===== config.mk =====
export PLATFORM = sky130hd
export DESIGN_NAME = ple_cell
export DESIGN_NICKNAME = d
export VERILOG_FILES = /design/src/design/ple_pkg.sv /design/src/design/ple_cell.sv
export SDC_FILE = /design/constraint.sdc
export NUM_CORES = 1
export LEC_CHECK = 0
export BUFFER_PORTS_ARGS = -buffer_cell sky130_fd_sc_hd__buf_2
export CELL_PAD_IN_SITES_DETAIL_PLACEMENT = 0
export CELL_PAD_IN_SITES_GLOBAL_PLACEMENT = 1
export CORE_MARGIN = 1
export CORE_UTILIZATION = 29
export CTS_CLUSTER_DIAMETER = 60
export CTS_CLUSTER_SIZE = 40
export DETAILED_ROUTE_END_ITERATION = 7
export GPL_TIMING_DRIVEN = 0
export PLACE_DENSITY_LB_ADDON = 0.1
export SLEW_MARGIN = 20
export SYNTH_ARGS = -nofsm -noshare
export SYNTH_HDL_FRONTEND = slang
export SYNTH_SLANG_ARGS = --single-unit

===== constraint.sdc =====
create_clock -name i_clk -period 5.8 [get_ports i_clk]
set_input_delay 0 -clock i_clk [delete_from_list [all_inputs] [get_ports i_clk]]
set_output_delay 0 -clock i_clk [all_outputs]
set_load 0.03 [all_outputs]

===== src/design/ple_pkg.sv =====
`default_nettype none
package ple_pkg;

    localparam int CAPACITY = 64;
    localparam int IDX_W    = $clog2(CAPACITY);
    localparam int LEN_W    = 7;
    localparam int POS_W    = 7;
    localparam int DATA_W   = 32;
    localparam int KIND_W   = 2;
    localparam int STAT_W   = 3;

    // priority encode in groups of GRP_N cells
    localparam int GRP_N   = 8;
    localparam int GRP_W   = $clog2(GRP_N);
    localparam int GRP_CNT = (CAPACITY + GRP_N - 1) / GRP_N;

    localparam logic [KIND_W-1:0] KIND_INSERT = 2'd0;
    localparam logic [KIND_W-1:0] KIND_DELETE = 2'd1;
    localparam logic [KIND_W-1:0] KIND_LOCATE = 2'd2;
    localparam logic [KIND_W-1:0] KIND_UNUSED = 2'd3;

    localparam logic [STAT_W-1:0] ST_OK        = 3'd0;
    localparam logic [STAT_W-1:0] ST_BAD_POS   = 3'd1;
    localparam logic [STAT_W-1:0] ST_FULL      = 3'd2;
    localparam logic [STAT_W-1:0] ST_EMPTY     = 3'd3;
    localparam logic [STAT_W-1:0] ST_NOT_FOUND = 3'd4;

    typedef struct packed {
        logic                     go;
        logic                     shift_up;
        logic                     shift_down;
        logic                     match_en;
        logic [IDX_W-1:0]         slot;
        logic [LEN_W-1:0]         length;
        logic signed [DATA_W-1:0] value;
    } t_cmd;

endpackage
`default_nettype wire


===== src/design/ple_cell.sv =====
`default_nettype none
module ple_cell (
    input  wire                              i_clk,
    input  wire ple_pkg::t_cmd               i_cmd,
    input  wire [ple_pkg::IDX_W-1:0]         i_index,
    input  wire signed [ple_pkg::DATA_W-1:0] i_left,
    input  wire signed [ple_pkg::DATA_W-1:0] i_right,
    output logic signed [ple_pkg::DATA_W-1:0] o_data,
    output logic                             o_match
);
    import ple_pkg::*;

    logic signed [DATA_W-1:0] r_data, n_data;
    logic                     r_match, n_match;

    always_comb begin
        n_data  = r_data;
        n_match = r_match;
        if (i_cmd.go) begin
            if (i_cmd.shift_up) begin
                if (i_index > i_cmd.slot) begin
                    n_data = i_left;
                end else if (i_index == i_cmd.slot) begin
                    n_data = i_cmd.value;
                end
            end
            if (i_cmd.shift_down && (i_index >= i_cmd.slot)) begin
                n_data = i_right;
            end
            // only live entries may match
            n_match = i_cmd.match_en && ({1'b0, i_index} < LEN_W'(i_cmd.length))
                      && (r_data == i_cmd.value);
        end
    end

    always_ff @(posedge i_clk) begin
        r_data  <= n_data;
        r_match <= n_match;
    end

    assign o_data  = r_data;
    assign o_match = r_match;

endmodule
`default_nettype wire


**Word-level counts from Yosys, hierarchy flattened**

Index checks and enable logic that the tools add are counted.

- Output and inout bits: 33
- Register bits after elaboration: 33
- Logic and storage cells: 17

- Reduce and logical (&&, ||, !) cells: 6
- Eq/ne operators: 2
- Order comparisons: 3
- Muxes and demuxes: 4

Operators by type and width:

| cell | count |
|---|---|
| 2-to-1 mux 32 bit | 4 |
| equality test 32 bit | 1 |
| less-than comparator 6 x 7 -> 1 bit | 1 |
| equality test 6 bit | 1 |
| >= comparator 6 bit | 1 |
| greater-than comparator 6 bit | 1 |
| logical AND 1 bit | 3 |
| AND reduction 3 bit | 1 |
| nonzero test 3 bit | 1 |
| nonzero test 2 bit | 1 |

**Longest topological paths before layout**

- Depth after elaboration: 5
- Gate-level depth with buffers: 8

**Least setup slack after synthesis**

OpenSTA, ideal clock, no wires.

- Kind: input to register
- Start point: in i_cmd[44] in the netlist's numbering
- End point: reg r_data[0] (netlist: o_data[0]), enable pin
- Data arrival time: 1.468 ns
- Setup time: 0.387 ns
- Required time: 5.413 ns
- Stages on the path: 6
- Slack: 3.945 ns
- Cell sequence: inv_1 > ha_1 > nand2_1 > o21a_1 > o21ai_2 > o211a_1

- Word-level cells in the longest chain between the ends: 4
- Elaborated cells on any way between the ends: 7

RTL lines:

| item | RTL line | RTL |
|---|---|---|
| from (decl) | ple_cell.sv:4 | `input wire ple_pkg::t_cmd i_cmd,` |
| >= comparator 6 bit | ple_cell.sv:27 | `if (i_cmd.shift_down && (i_index >= i_cmd.slot)) begin` |
| logical AND 1 bit | ple_cell.sv:27 |  |
| nonzero test 3 bit (no source line) or nonzero test 2 bit (tied branches) | -- |  |
| AND reduction 3 bit (no source line) (*) | -- |  |
| to (signal assigned) | ple_cell.sv:37 | `r_data <= n_data;` |
| to (decl) | ple_cell.sv:13 | `logic signed [DATA_W-1:0] r_data, n_data;` |

Mark *: on every way between the ends. The rest lies on a longest branch, timed or not.
A chain may end at the register's enable or synchronous reset.

**Worst setup path after layout**

- Start point: reg r_data[3] (netlist: o_data[3])
- End point: reg r_match (netlist: o_match) (data pin)

- Word-level cells in the longest chain between the ends: 2

RTL lines:

| item | RTL line | RTL |
|---|---|---|
| equality test 32 bit | ple_cell.sv:32 | `&& (r_data == i_cmd.value);` |
| logical AND 1 bit | ple_cell.sv:32 |  |
| to (signal assigned) | ple_cell.sv:38 | `r_match <= n_match;` |
| to (decl) | ple_cell.sv:14 | `logic r_match, n_match;` |

Every way passes these cells.

==> impl_metrics.yaml <==
synth:
  synthDistinctLibCells: 34
  synth_ff_type: "edfxtp_1"
  syn_area_um2: 2900
  netlist.area_leader.share_pct: 34.2
  ys_async_sr_fraction_pct: 0
  syn_avg_cell_area_um2: 9.50
  syn_nets: 436
  seq_area_frac_synth_pct: 34.2
  syn_inst: 305
  synth_edf_count: 33
  ys_ff_latch: 33
  synth_top_area_cell: "edfxtp_1"
  synth.area.top_cells: "edfxtp_1 34%, nand3_1 17%, mux2_2 12%, a22oi_1 8.3%, xnor2_1 5.1%"
  yosysWarningCount: 0
power_and_ir_drop:
  power_density_nw_per_um2: 204
  p_leak_nw: 1.76
  p_total_mw: 0.814
  ir_drop_uv: 100
sta:
  timing.final.ws_setup_ns: 3.80
  rsz0062_at_grt: "no"
  fin_crit_sh_pct: 34.5
  worstMarginPinSlew_ns: 0.563
  slew_headroom_pct: 62.5
  hold_viol: 0
  min_period_ns: 2.00
  max_freq_mhz: 500
  setup_viol: 0
  drv_slew: 0
  setup_tns_ns: 0
  skew_ns: 0.00894
grt:
  grtUsageTotal_pct: 19.3
  grt_pass1_wl_mm: 14.9
  grt_start_max_net_pins: 18
  grt_pass1_vias: 2885
  overflow: 0
  antenna_found_initial: 0
status:
  status: "finished clean"
die:
  core_area_um2: 9730
  dieHeight_um: 102
  rows: 36
  die_w_um: 102
  io_pins: 153
  start_util_pct: 29.8
  die-area_um2: 10400
worst_setup_path:
  startpoint_type: "flip-flop"
  cp.arrival_ns: 2.12
  cp-end-kind: "flip-flop"
  path_max_fanout: 2
  crit_required_ns: 5.92
  path_class: "reg -> reg"
cts:
  cts_num_sinks: 33
  clkLatencyLatePin_ns: 0.29
  clk_path_buf_depth: 2
  cts_tree: "done"
  clockRootBuffer: "clkbuf_8"
  post_cts_buffers: 0
  cts_hold_buf: 7
  clk_pin_slew_worst_paths_ns: 0.07
  cts_made_buffers: 5
  cts_resized: 0
  htree_levels: 2
finish:
  fin_nets: 603
  drive_gt1_share_pct: 44.5
  fillers: 1025
  syn_to_final_growth_pct: 38.0
  n_antenna_cell: 0
routing:
  dr.pass1.iters: 4
  detailedRoute.firstIterationViolations: 146
  wl_per_cell_um: 16.9
  drc: 0
  ant_nets: 0
  wl_mm: 10.2
  vias: 3083
  viasPerCell: 5.10
place:
  port_buffers: 152
  place_worst_setup_slack_ns: 3.68
  gp_congestion: 0.773
  dp_hpwl_mm: 7.71
min_path:
  worst_hold_path_type: "in -> reg"
run:
  max-cap-violations: 0
-- synthesized netlist by cell type, drive strengths merged, types with 3 or more instances --
library cell and instances:
edfxtp 33, a21oi 5, mux2 32, buf 16, xor2 15, inv 12
nand3 97, xnor2 17, nand2 3, nor4 4, o21ai 4, a22oi 32
clkbuf 5, ha 11, nand4 6
-- path summary, 6_finish.rpt --
check / from / to / slack, ns / depth (start not counted)
setup / recovery: o_data[3] / o_match / 3.80 / 5
hold / removal: i_right[16] / o_data[16] / 0.01 / 2
setup reg to reg: o_data[3] / o_match / 3.80 / 5
hold reg to reg: o_data[24] / o_match / 0.85 / 3
-- metal layers --
metal	vias to the layer above	part of all wire (%)	track usage, %
li1	1502	-	-
met1	1451	43	23.9
met2	121	49	33.3
met3	9	7.3	4.51
met4	0	1.0	5.71
met5	-	0	0
-- logic make-up (layout without fill, tap and decap cells) --
kind of cell             Yosys count  in the layout  share of synthesized area, %
AND/OR/NAND/NOR                  117            117                          21.1
adder cells (fa/ha/maj)           11             11                          4.75
XOR/XNOR                          32             32                          9.68
multiplexers                      32             32                          12.4
buffers and inverters             33            200                          5.83
AO/OA/AOI/OAI                     47             47                          12.0
flip-flops                        33             33                          34.2
-- state kept, by name, summed over array words and instances, names as in the netlist --
name     count
o_data      32
o_match      1
-- worst max-delay path, cell delays in order, from the launching register on --
cell      delay [ns]
edfxtp_1        0.42
xnor2_1         0.31
nand4_1         0.16
nor4_1          0.48
nand4_1         0.27
nor3_1          0.20
-- area by class of cell --
class                           count  area [um^2]  share of cell area (%)
Multi-Input combinational cell    239         1740                    43.4
Timing Repair Buffer              160          858                    21.5
Tap cell                          133          166                    4.16
Clock buffer                        6         72.6                    1.82
Inverter                           12         45.0                    1.13
Sequential cell                    33          991                    24.8
Clock inverter                      1         3.75                  0.0939
Buffer                             21          124                    3.10
-- cells in the final DEF, fill, tap and decap left out, types with 5 or more instances in the layout --
| cell type | netlist | final |
|---|---|---|
| a21oi_1 | 5 | 5 |
| a22oi_1 | 32 | 32 |
| buf_2 | 9 | 161 |
| clkbuf_1 | 5 | 6 |
| clkbuf_8 | 0 | 5 |
| dlygate4sd3_1 | 0 | 7 |
| edfxtp_1 | 33 | 33 |
| ha_1 | 11 | 11 |
| inv_1 | 12 | 12 |
| mux2_2 | 32 | 32 |
| nand3_1 | 96 | 96 |
| nand4_1 | 6 | 6 |
| xnor2_1 | 17 | 17 |
| xor2_1 | 15 | 15 |
-- power by group --
group / total (mW) / switching (mW) / leakage, nW / internal [mW]
clock network: 0.174 / 0.0925 / 0.0387 / 0.0812
registers: 0.315 / 0.0153 / 0.301 / 0.300
logic: 0.324 / 0.184 / 1.42 / 0.140
total: 0.814 / 0.292 / 1.76 / 0.521
-- stage by stage --
stage	instances	instance area [um^2]	hold slack [ns]	util [%]
global placement	590	3820	0.223	39.3
CTS	605	4000	0.000343	41.1
global route	605	4000	0.00310	41.1
floorplan	305	2900	0.112	-
finish	605	4000	0.0107	41.1
detailed placement	591	3850	0.233	39.6
Power figures use the tool's default switching activity.
