$ cat src/design/ple_pkg.sv
`default_nettype none
package ple_pkg;

    localparam int CAPACITY = 64;
    localparam int IDX_W    = $clog2(CAPACITY);
    localparam int LEN_W    = 7;
    localparam int POS_W    = 7;
    localparam int DATA_W   = 32;
    localparam int KIND_W   = 2;
    localparam int STAT_W   = 3;

    // priority encode in groups of GRP_N cells
    localparam int GRP_N   = 8;
    localparam int GRP_W   = $clog2(GRP_N);
    localparam int GRP_CNT = (CAPACITY + GRP_N - 1) / GRP_N;

    localparam logic [KIND_W-1:0] KIND_INSERT = 2'd0;
    localparam logic [KIND_W-1:0] KIND_DELETE = 2'd1;
    localparam logic [KIND_W-1:0] KIND_LOCATE = 2'd2;
    localparam logic [KIND_W-1:0] KIND_UNUSED = 2'd3;

    localparam logic [STAT_W-1:0] ST_OK        = 3'd0;
    localparam logic [STAT_W-1:0] ST_BAD_POS   = 3'd1;
    localparam logic [STAT_W-1:0] ST_FULL      = 3'd2;
    localparam logic [STAT_W-1:0] ST_EMPTY     = 3'd3;
    localparam logic [STAT_W-1:0] ST_NOT_FOUND = 3'd4;

    typedef struct packed {
        logic                     go;
        logic                     shift_up;
        logic                     shift_down;
        logic                     match_en;
        logic [IDX_W-1:0]         slot;
        logic [LEN_W-1:0]         length;
        logic signed [DATA_W-1:0] value;
    } t_cmd;

endpackage
`default_nettype wire

$ cat src/design/ple_find.sv
`default_nettype none
module ple_find (
    input  wire                      i_clk,
    input  wire [ple_pkg::CAPACITY-1:0] i_match,
    output logic                     o_any,
    output logic [ple_pkg::IDX_W-1:0] o_idx
);
    import ple_pkg::*;

    localparam int PAD_W = GRP_CNT * GRP_N;

    logic [PAD_W-1:0]  w_pad;
    logic [GRP_CNT-1:0] r_grp_any, n_grp_any;
    logic [GRP_W-1:0]  r_grp_idx [GRP_CNT];
    logic [GRP_W-1:0]  n_grp_idx [GRP_CNT];
    logic              r_any, n_any;
    logic [IDX_W-1:0]  r_idx, n_idx;
    logic [IDX_W-1:0]  w_full_idx;

    assign w_pad = PAD_W'(i_match);

    // first level: lowest set bit within each group
    always_comb begin
        for (int g = 0; g < GRP_CNT; g++) begin
            n_grp_any[g] = 1'b0;
            n_grp_idx[g] = '0;
            for (int b = GRP_N - 1; b >= 0; b--) begin
                if (w_pad[g*GRP_N + b]) begin
                    n_grp_any[g] = 1'b1;
                    n_grp_idx[g] = GRP_W'(b);
                end
            end
        end
    end

    // second level: lowest group with a hit
    always_comb begin
        n_any      = 1'b0;
        w_full_idx = '0;
        for (int g = GRP_CNT - 1; g >= 0; g--) begin
            if (r_grp_any[g]) begin
                n_any      = 1'b1;
                w_full_idx = IDX_W'(g * GRP_N) + IDX_W'(r_grp_idx[g]);
            end
        end
        n_idx = w_full_idx;
    end

    always_ff @(posedge i_clk) begin
        r_grp_any <= n_grp_any;
        for (int g = 0; g < GRP_CNT; g++) begin
            r_grp_idx[g] <= n_grp_idx[g];
        end
        r_any <= n_any;
        r_idx <= n_idx;
    end

    assign o_any = r_any;
    assign o_idx = r_idx;

endmodule
`default_nettype wire

$ cat config.mk
export PLATFORM = sky130hd
export DESIGN_NAME = ple_find
export DESIGN_NICKNAME = d
export VERILOG_FILES = /design/src/design/ple_pkg.sv /design/src/design/ple_find.sv
export SDC_FILE = /design/constraint.sdc
export NUM_CORES = 1
export LEC_CHECK = 0
export ABC_AREA = 1
export BUFFER_PORTS_ARGS = -buffer_cell sky130_fd_sc_hd__buf_2
export CORE_MARGIN = 4
export CORE_UTILIZATION = 47
export CTS_CLUSTER_DIAMETER = 150
export CTS_CLUSTER_SIZE = 24
export DETAILED_ROUTE_END_ITERATION = 6
export PLACE_DENSITY = 0.86
export SKIP_LAST_GASP = 1
export SLEW_MARGIN = 40
export SYNTH_ARGS = -nofsm -noshare
export SYNTH_HDL_FRONTEND = slang
export SYNTH_SLANG_ARGS = --single-unit
$ cat constraint.sdc
create_clock -name i_clk -period 1.3 [get_ports i_clk]
set_clock_uncertainty 0.05 [all_clocks]
set_input_delay 0.13 -clock i_clk [delete_from_list [all_inputs] [get_ports i_clk]]
set_output_delay 0.13 -clock i_clk [all_outputs]
set_load 0.02 [all_outputs]
Word level (Yosys, flattened, before mapping):

Memory sizes are Yosys's and may differ from the RTL's.
Index checks and enable logic that the tools add are counted.

* register bits: 15
* RAM bits: 24
* input port bits: 65
* output and inout bits: 7
* word-level logic and storage cells: 109
* memories: 1

* add/subtract/negate cells: 7
* multiplexer cells: 81
* reduce and logical (&&, ||, !) cells: 9

Memory list
* r_grp_idx: depth 8, width 3, rd ports 8, clocked after memory_dff 0, wr ports 8, RTL line ple_find.sv:14 `logic [GRP_W-1:0] r_grp_idx [GRP_CNT];`

Operator list (count)
* 3-bit two-way mux: 65
* 7-bit OR reduction: 9
* 6-bit two-way mux: 7
* 5-bit by 3-bit adder with 6-bit output, first input constant: 2
* 6-bit by 3-bit adder with 6-bit output, first input constant: 2
* 1-bit two-way mux: 9
* 5-bit by 4-bit adder with 6-bit output, first input constant: 1
* 4-bit by 3-bit adder with 5-bit output, first input constant: 1
* 4-bit by 4-bit adder with 5-bit output, first input constant: 1

Longest topological paths before layout:

An unclocked memory read counts as a cell.

* depth after elaboration: 10
* gate-level depth with buffers: 9
* depth with buffers taken out: 9

Worst setup path before layout:

OpenSTA, ideal clock, no wires.

* path kind: register to register
* start point: register r_grp_any[6]
* end point: register r_any, in the netlist o_any
* setup time: 124 ps
* data arrival time: 842 ps
* path slack: 283 ps
* stages on the path, launching flop included: 4
* path buffers: 0
* cells stage by stage: dfxtp_1 > or2_2 > nor3_1 > nand2_1

* longest elaborated chain between the ends: 1

RTL lines
* start, declared: RTL line ple_find.sv:13 `logic [GRP_CNT-1:0] r_grp_any, n_grp_any;`
* start signal, assigned: RTL line ple_find.sv:50 `r_grp_any <= n_grp_any;`
* 7-bit OR reduction (no line)
* end signal, assigned: RTL line ple_find.sv:54 `r_any <= n_any;`
* end, declared: RTL line ple_find.sv:16 `logic r_any, n_any;`

No other way between the ends.
A chain may end at the register's enable or synchronous reset.

Worst setup path in the final report:

* start point: input port i_match[0] in the netlist's numbering
* end point: register r_grp_any[0]

* longest elaborated chain between the ends: 1

RTL lines
* start, declared: RTL line ple_find.sv:4 `input wire [ple_pkg::CAPACITY-1:0] i_match,`
* 7-bit OR reduction (no line)

No other way between the ends.

==> results.md <==
Drt:
- The first TritonRoute pass finished after 4 iterations.
- In this run the remaining antenna-violating nets after routing total 0.
- The detailed-route vias per instance is around 4.7.
- The post-detailed-route DRC marker count is 0.
- The overall routed net length is around 3.8 mm.
- The violation count after the first detailed-routing iteration is 49.
- After detailed routing, the average wire length per cell comes to ~10 um.
- The detailed router placed around 1800 vias in this run.

Global routing:
- The number of global-route vias before repair is approximately 1600.
- For this run the aggregate overflow at the end of global routing stands at 0.
- Entering global routing, the biggest net connects 12 pins.
- The number of antenna violations at the first check in global routing is 0.
- The overall global routing resource usage is 0.167.
- The first global-routing pass estimated a little under 6 mm of wire.

Logic synthesis:
- Of the total synthesized cell area, the portion taken by XOR and XNOR cells is 0.
- The synthesized-area fraction occupied by ao, oa, aoi and oai cells was 0.148.
- The proportion of synthesized chip area in sequential cells is 0.453.
- The cell count after synthesis came out at around 240.
- In this run, distinct cell masters in the synthesized netlist total 14.
- In the post-synthesis netlist, the biggest area contributors are sky130_fd_sc_hd__dfxtp_1 (45%), sky130_fd_sc_hd__a21oi_1 (11%), sky130_fd_sc_hd__nand2_1 (9.4%).
- The portion of synthesized area spent on multiplexers is 0.
- The number of register bits inferred by synthesis is 39.
- After synthesis, the largest family of logic cells by area is simple AND/OR/NAND/NOR gates.
- Yosys mapped a number of flops with a built-in enable equal to 0.
- The number of warnings printed during yosys synthesis is 0.
- The fraction of the mapped netlist area in adder cells is 0.
- The share of synthesized area in the top cell type comes to 0.453.
- Ranked by instance count, the synthesized netlist is headed by sky130_fd_sc_hd__nand2_1 (43), sky130_fd_sc_hd__dfxtp_1 (39), sky130_fd_sc_hd__a21oi_1 (37).
- By instance count, the leading cell after synthesis is sky130_fd_sc_hd__nand2_1.
- The most used flip-flop cell after synthesis is sky130_fd_sc_hd__dfxtp_1.
- The post-synth design cell area is between 1500 and 2000 um^2.
- The net count of the mapped netlist is about 310.
- The most area-hungry cell type in the Yosys netlist is sky130_fd_sc_hd__dfxtp_1.
- A synthesized cell averages roughly 7.1 um^2.
- Of the total synthesized cell area, the portion taken by AND, OR, NAND and NOR gates is 0.321.
- The proportion of register bits with asynchronous set or reset after synthesis is 0.

STA:
- The setup-violating endpoint count in the final report is 0.
- At the pin with the least slew margin, the transition time is ~0.30 ns.
- In this run the tightest slew margin relative to its limit is 0.800.
- Setup total negative slack on the finished layout was measured at 0 ns.
- The fmax is between 0.8 and 0.9 GHz.
- Setup slack closes at between 0.05 and 0.06 ns.
- The post-route minimum period is around 1.2 ns.
- The max-slew violation count was 0.
- The hold violation count in the final report is 0.
- The fraction of the cycle the final worst path needs is 0.959.

Clocking:
- The clock root buffer is sky130_fd_sc_hd__clkbuf_8.
- The total number of H-tree levels is 2.
- The clock insertion delay at the later pin of the skew report is between 0.2 and 0.3 ns.
- After clock tree synthesis, the setup repair step added 0 buffers.
- The number of buffers created by CTS is 5.
- The clock passes through at most 2 buffers.
- After clock tree synthesis, the clock-pin slew on the worst setup and hold paths is about 0.070 ns.
- The clock net sink count is 39.
- The CTS tree is yes.

Setup path:
- The critical path in this run is classified as in -> reg.
- The data arrival time at the worst-slack endpoint is between 1 and 1.5 ns.
- The worst setup path is launched from an input pin.
- The data required time of the critical path is 1.41 ns.
- The largest fanout of any net on the critical path is 3.
- The type of element capturing the critical path is a flip-flop.

Finish:
- Relative to the synthesized area, the layout overhead comes to 36.7%.
- The final layout contains between 300 and 400 nets.
- The repair_antennas step left the layout with diodes totalling 0.
- The share of final-layout standard cells stronger than drive strength 1 is 0.296.

Die:
- The number of primary I/O pins is between 70 and 80.
- The die width is 68.6 um.
- For this configuration, the core starts out at a cell density of 0.501.
- After floorplanning, the core was divided into 21 placement rows.
- The placeable core area is around 3400 um^2.
- The area of the die is between 4000 and 5000 um^2.
- The vertical extent of the die is between 60 and 70 um.

Place:
- The detailed placer's ending HPWL is 2.93 mm.
- At the end of routability-driven placement, the weighted congestion stood at just under 0.8.
- Input and output buffers added on the ports amount to 71.
- Timing analysis after detailed placement gives a worst setup slack of 0.207 ns.

Flow run:
- Max-cap violations in this run came to 0.

Power:
- The power density over the cells is just under 1000 nW/um^2.
- VDD sags by at most 0.000409 V.
- The static leakage power is 1.14 nW.

Outcome:
- The run finished with clean final reports.

Worst hold path:
- In this run the worst hold path is classified as in -> reg.
-- critical path, cell delays in order --
cell and delay (ns):
sky130_fd_sc_hd__dlygate4sd3_1 0.53, sky130_fd_sc_hd__buf_2 0.12, sky130_fd_sc_hd__or2_2 0.30, sky130_fd_sc_hd__nor3_1 0.20
sky130_fd_sc_hd__nand2_1 0.07
-- final cells by class --
type	count	area (um^2)
flip-flops and latches	39	781
fillers	291	1080
clock buffers	7	76.3
multi-input cells	171	820
clock inverters	1	5.00
well taps	46	57.6
inverters	30	113
repair buffers	86	505
-- routing by layer --
metal,share of wire,up-vias,track usage
met4,0.0082,0,0.0670
met3,0.062,2,0.0405
met5,0,-,0
met1,0.41,774,0.187
li1,-,972,-
met2,0.52,49,0.302
-- stage by stage --
step / area, um^2 / std cells / utilization / power (mW) / hold slack, ns
floorplan: 1720 / 242 / - / 1.40 / 0.149
global placement: 2110 / 357 / 0.614 / 1.55 / 0.247
detailed placement: 2110 / 357 / 0.614 / 1.55 / 0.249
CTS: 2350 / 380 / 0.682 / 2.31 / 0.00170
global route: 2360 / 380 / 0.685 / 2.42 / 0.00168
finish: 2360 / 380 / 0.685 / 2.30 / 0.00493
-- cells by family (layout without fill, tap and decap cells) --
kind of cell,count (synthesis),count (layout)
DFF,39,39
buffers and inverters,32,124
and+or+nand+nor,121,121
AOI/OAI and AO/OA,50,50
-- cell usage in the layout, fill, tap and decap left out, drive strengths merged --
| cell | instances |
|---|---|
| clkinv | 1 |
| o21ai | 9 |
| nor4 | 8 |
| nor3 | 18 |
| nand3 | 3 |
| dlygate4sd3 | 15 |
| buf | 71 |
| nor2 | 31 |
| dfxtp | 39 |
| or2 | 18 |
| inv | 30 |
| a21oi | 37 |
| a31oi | 4 |
| clkbuf | 7 |
| nand2 | 43 |
-- state kept, by name, summed over array words and instances, names as in the netlist --
name,flops
o_idx,6
o_any,1
r_grp_any,8
r_grp_idx,24
-- worst paths after layout --
kind | from | to | slack, ns | cells after the start
hold reg to reg | r_grp_idx[0][1]$_SDFF_PP0_ | o_idx[1]$_DFF_P_ | 0.39 | 2
setup / recovery | i_match[0] | r_grp_any[0]$_SDFF_PP1_ | 0.05 | 5
setup reg to reg | r_grp_any[6]$_SDFF_PP1_ | o_any$_SDFF_PP1_ | 0.20 | 3
hold / removal | i_match[2] | r_grp_idx[0][2]$_SDFF_PP0_ | 0.005 | 2
-- power breakdown --
part / switching, mW / leakage [nW] / internal [mW]
sequential: 0.0128 / 0.320 / 1.24
combinational: 0.151 / 0.779 / 0.168
clock: 0.359 / 0.0422 / 0.375
total: 0.522 / 1.14 / 1.78
-- timing repair --
item | in CTS | in global routing
hold buffers | 15 | 0
endpoints found under the hold margin | 15 | 0
gates resized for setup | 0 | 2
setup endpoints to repair | 0 | 2
(Power assumes the default switching activity.)
